$ cat config.mk
export PLATFORM = sky130hd
export DESIGN_NAME = bb3_fifo2
export DESIGN_NICKNAME = d
export VERILOG_FILES = /design/src/rtl/bb3_pkg.sv /design/src/rtl/bb3_fifo2.sv
export SDC_FILE = /design/constraint.sdc
export NUM_CORES = 1
export LEC_CHECK = 0
export BUFFER_PORTS_ARGS = -buffer_cell sky130_fd_sc_hd__buf_4
export CAP_MARGIN = 25
export CORE_ASPECT_RATIO = 1.1
export CORE_UTILIZATION = 23
export DETAILED_ROUTE_END_ITERATION = 16
export GPL_TIMING_DRIVEN = 0
export HOLD_SLACK_MARGIN = 0.02
export PLACE_DENSITY = 0.44
export SKIP_CTS_REPAIR_TIMING = 1
export SLEW_MARGIN = 20
export SYNTH_ARGS = -nofsm -noshare
export SYNTH_HDL_FRONTEND = slang
export SYNTH_SLANG_ARGS = --single-unit
export TNS_END_PERCENT = 100
$ cat constraint.sdc
create_clock -name clk -period 4.93 [get_ports clk]
set_clock_uncertainty 0.15 [all_clocks]
set_input_delay 1.2325 -clock clk [delete_from_list [all_inputs] [get_ports clk]]
set_output_delay 1.2325 -clock clk [all_outputs]
set_load 0.02 [all_outputs]
$ cat src/rtl/bb3_pkg.sv
package bb3_pkg;

	// Configuration register indexes.
	localparam int CFG_IDX_BITS = 2;
	localparam logic [CFG_IDX_BITS-1:0] REG_IMAGE_WIDTH  = 2'd0;
	localparam logic [CFG_IDX_BITS-1:0] REG_IMAGE_HEIGHT = 2'd1;

	// Push and pop strobes for the dual-push queue.
	// push1 writes the slot behind push0 and is only raised together with it.
	typedef struct packed {
		logic push0;
		logic push1;
		logic pop;
	} fifo_ctl_t;

endpackage

$ cat src/rtl/bb3_fifo2.sv
module bb3_fifo2 #(
	parameter int WIDTH = 32,
	parameter int DEPTH = 4
) (
	input  logic                     clk,
	input  logic                     arst_n,
	input  bb3_pkg::fifo_ctl_t       ctl,
	input  logic [WIDTH-1:0]         din0,
	input  logic [WIDTH-1:0]         din1,
	output logic [WIDTH-1:0]         dout,
	output logic [$clog2(DEPTH):0]   count
);

	localparam int PB = $clog2(DEPTH);

	logic [WIDTH-1:0] mem [DEPTH];
	logic [PB-1:0]    wptr_q;
	logic [PB-1:0]    rptr_q;
	logic [PB:0]      count_q;
	logic [PB-1:0]    wptr_next;

	assign wptr_next = wptr_q + PB'(1);
	assign dout      = mem[rptr_q];
	assign count     = count_q;

	always_ff @(posedge clk) begin
		if (ctl.push0) begin
			mem[wptr_q] <= din0;
		end
		if (ctl.push1) begin
			mem[wptr_next] <= din1;
		end
	end

	always_ff @(posedge clk or negedge arst_n) begin
		if (!arst_n) begin
			wptr_q  <= '0;
			rptr_q  <= '0;
			count_q <= '0;
		end else begin
			wptr_q  <= wptr_q + PB'(ctl.push0) + PB'(ctl.push1);
			if (ctl.pop) begin
				rptr_q <= rptr_q + PB'(1);
			end
			count_q <= count_q + (PB+1)'(ctl.push0) + (PB+1)'(ctl.push1)
				- (PB+1)'(ctl.pop);
		end
	end

	a_no_underflow: assert property (@(posedge clk) disable iff (!arst_n)
		ctl.pop |-> count_q != '0)
		else $error("queue popped while empty");

	a_push_order: assert property (@(posedge clk) disable iff (!arst_n)
		ctl.push1 |-> ctl.push0)
		else $error("second push slot used without the first");

	a_no_overflow: assert property (@(posedge clk) disable iff (!arst_n)
		(ctl.push0 || ctl.push1) |->
			((PB+2)'(count_q) + (PB+2)'(ctl.push0) + (PB+2)'(ctl.push1)) <= (PB+2)'(DEPTH))
		else $error("queue overflow");

endmodule
* After elaboration in Yosys (flattened, before gate mapping) *
Memory sizes are Yosys's and may differ from the RTL's.
Cells that the tools add are included.

storage, ports and cells
  bits in registers = 7
  RAM bits = 128
  bits of input ports = 69
  output and inout port bits = 35
  logic and storage cells = 15
  memories = 1

memories
  memory  words  bits a word  rd ports  clocked after memory_dff  wr ports  line             text
  mem     4      32           1         0                         2         bb3_fifo2.sv:16  logic [WIDTH-1:0] mem [DEPTH];

cells by class
  add/subtract/negate cells = 7
  muxes and demuxes = 4

operators by type and width
  cell                   number
  $add A3 B1 Y3          2
  $add A2 B1 Y2          2
  $add A2 B1 Y2 const B  2
  $mux W1                4
  $sub A3 B1 Y3          1

* Logic depth before layout (Yosys ltp) *
  depth after elaboration = 3
  mapped depth = 7

* Least setup slack after synthesis *
OpenSTA, ideal clock, no wires.

  kind = input port to flip-flop
  from = in ctl[2] (netlist bit)
  to = mem mem[2][0], enable pin
  data arrival time = 3.577 ns
  setup slack = 0.738 ns
  stages = 2
  path through = nand2b_1 o21ai_0

RTL lines
  element          line             text
  start, declared  bb3_fifo2.sv:7   input bb3_pkg::fifo_ctl_t ctl,
  end, declared    bb3_fifo2.sv:16

* Worst setup path after layout *
  from = reg rptr_q[0]
  to = out dout[6]

on the way
  longest elaborated chain between the ends = 1

RTL lines
  element                 line             text
  start, declared         bb3_fifo2.sv:18  logic [PB-1:0] rptr_q;
  start signal, assigned  bb3_fifo2.sv:43  rptr_q <= rptr_q + PB'(1);
  $mem_v2 Z4 W32          --
  end, declared           bb3_fifo2.sv:10  output logic [WIDTH-1:0] dout,

Every way passes these cells.

==> results.py <==
metrics = {
    "floorplan": {
        "core_area_um2": 27900,
        "dieArea_um2": 29000,
        "io_pins": 104,
        "initial_core_util_pct": 23.4,
        "die_w_um": 163,
        "die_y_um": 179,
        "row_count": 64,
    },
    "yosys": {
        "yosysMostFrequentCell": "edfxtp_1",
        "ys_ff_latch": 135,
        "syn_nets": 415,
        "synth_largest_area_cell": "edfxtp_1",
        "synth_edf_count": 128,
        "synth_area_um2": 6520,
        "synth_top_cells_by_area": "edfxtp_1 (59%), mux2_2 (22%), mux4_2 (11%)",
        "synth_cells": 342,
        "syn_avg_cell_area_um2": 19.1,
        "yosysTopAreaCellShare_pct": 58.9,
        "ys_types": 22,
        "yosysSeqAreaShare_pct": 61.6,
        "synth_top_flop_cell": "edfxtp_1",
        "async_reset_ff_share_pct": 5.19,
        "synth_commonest_cells": "edfxtp_1 (128), mux2_2 (126), mux4_2 (32)",
        "yosysWarnings": 0,
    },
    "clock_network": {
        "cts.clk_slew.worst_paths_ns": 0.06,
        "cts_max_path_buffers": 2,
        "tritoncts": "built",
        "clk_latency_ns": 0.41,
        "cts_sinks": 135,
        "root_buffer": "clkbuf_16",
        "cts_htree_levels": 4,
        "cts_buffers": 17,
    },
    "route": {
        "drcViolationCount": 0,
        "drt-pass1-iter-count": 4,
        "vias_per_cell": 4.23,
        "first_iter_violations": 123,
        "routed_wl_um": 17100,
        "num_vias": 3571,
        "wl_per_cell_um": 20.3,
        "ant_nets": 0,
    },
    "pwr": {
        "powerDensity_nw_per_um2": 628,
        "p_leak_nw": 3.00,
        "worst_ir_drop_vdd_mv": 0.306,
    },
    "timing": {
        "hold_viol": 0,
        "rsz0062_at_grt": "false",
        "relSlewSlack_pct": 54.1,
        "setup_viol": 0,
        "fin_crit_sh_pct": 69.3,
        "drv_slew": 0,
        "timing.fmax_ghz": 0.293,
        "fin_tns_setup_ns": 0,
        "period_minus_slack_ns": 3.42,
        "tightest_slew_ns": 0.687,
        "setup_ws_ns": 1.51,
    },
    "global_routing": {
        "grt_pass1_vias": 4083,
        "grt_usage_pct": 12.3,
        "grt_max_degree": 18,
        "overflow": 0,
        "antenna_found_initial": 0,
        "grt_pass1_wl_um": 25100,
    },
    "layout": {
        "utilization_pct": 30.5,
        "antenna_cells": 0,
        "synthToLayoutAreaGrowth_pct": 30.3,
        "drive_above_1_share_pct": 66.7,
        "fill_cells": 2759,
        "nNetsFinal": 543,
    },
    "setup_path": {
        "r2r_start": "wptr_q[0]",
        "worstPathMaxFanout": 10,
        "worstPathRequired_ns": 3.55,
        "cp-end-kind": "primary output",
        "worstSetupStartpoint": "rptr_q[0]",
        "crit_arrival_ns": 2.03,
        "start_kind": "register",
        "path_class": "reg2out",
    },
    "run_status": {
        "run_status": "complete, no violations",
    },
    "min_path": {
        "holdCritStartpoint": "wptr_q[0]",
        "worstHoldPathType": "reg2reg",
    },
    "placement": {
        "dp_worst_setup_slack_ns": 1.88,
        "port_buffers": 103,
        "dpl.hpwl_um": 11300,
        "place_congestion": 0.701,
    },
    "run": {
        "drv_cap": 0,
    },
}
-- per-layer routing --
metal | GRT usage, % | wire (um) | vias to the layer above
li1 | - | - | 1645
met1 | 14.5 | 7240 | 1836
met2 | 21.5 | 8890 | 80
met3 | 3.58 | 815 | 10
met4 | 3.66 | 174 | 0
met5 | 0 | 0 | -
-- worst max-delay path, cell delays in order (launching register included) --
cell and delay, ns:
dfrtp_1 0.32, buf_2 0.25, buf_4 0.31, mux4_2 0.57
buf_4 0.18
-- state kept, by name (all words and copies together) (netlist names) --
name	cells
count	3
mem	128
rptr_q	2
wptr_q	2
-- cell usage in the layout, fill, tap and decap left out, drive strengths merged, types with 3 or more instances in the layout --
cell	instances
buf	130
edfxtp	128
mux2	128
mux4	32
clkbuf	20
dfrtp	7
clkinvlp	6
inv	6
xnor2	3
fa	3
-- worst paths after layout --
kind	end	slack [ns]	cells past startpoint
setup reg to reg	mem[0][23]	2.84	5
hold / removal	wptr_q[0]	0.41	1
max in group asynchronous	wptr_q[1]	4.03	1
setup / recovery	dout[6]	1.51	4
hold reg to reg	wptr_q[0]	0.41	1
min in group asynchronous	count[2]	0.47	1
-- kinds of logic after synthesis --
| logic type | share of synthesized area (%) |
|---|---|
| AND/OR/NAND/NOR | 0.863 |
| multiplexers | 33.3 |
| AO/OA/AOI/OAI | 0.153 |
| flip-flops | 61.6 |
| adder cells (fa/ha/maj) | 1.11 |
| buffers and inverters | 2.28 |
| XOR/XNOR | 0.672 |
-- cell type report --
cell class | instances | area [um2] | area share [%]
Multi-Input combinational cell | 180 | 2390 | 28.2
Sequential cell | 135 | 4020 | 47.3
Clock buffer | 19 | 433 | 5.09
Clock inverter | 11 | 128 | 1.50
Timing Repair Buffer | 109 | 923 | 10.9
Inverter | 5 | 18.8 | 0.221
Buffer | 22 | 130 | 1.53
Tap cell | 363 | 454 | 5.34
-- stage by stage --
step,power [mW],instance area (um2),hold WS [ns],std cells
global placement,4.07,7750,0.391,808
global route,5.61,8500,0.455,844
CTS,5.46,8500,0.418,844
detailed placement,4.21,7940,0.393,814
floorplan,3.20,6520,0.363,342
finish,5.34,8500,0.409,844
-- power by group --
part / switching [mW] / internal, mW / leakage [nW] / total, mW
Clock: 0.490 / 0.740 / 0.254 / 1.23
Sequential: 0.0832 / 1.74 / 1.28 / 1.82
Combinational: 1.22 / 1.06 / 1.47 / 2.28
Total: 1.79 / 3.54 / 3.00 / 5.34
Note: power is estimated with default switching activity, not from simulation.
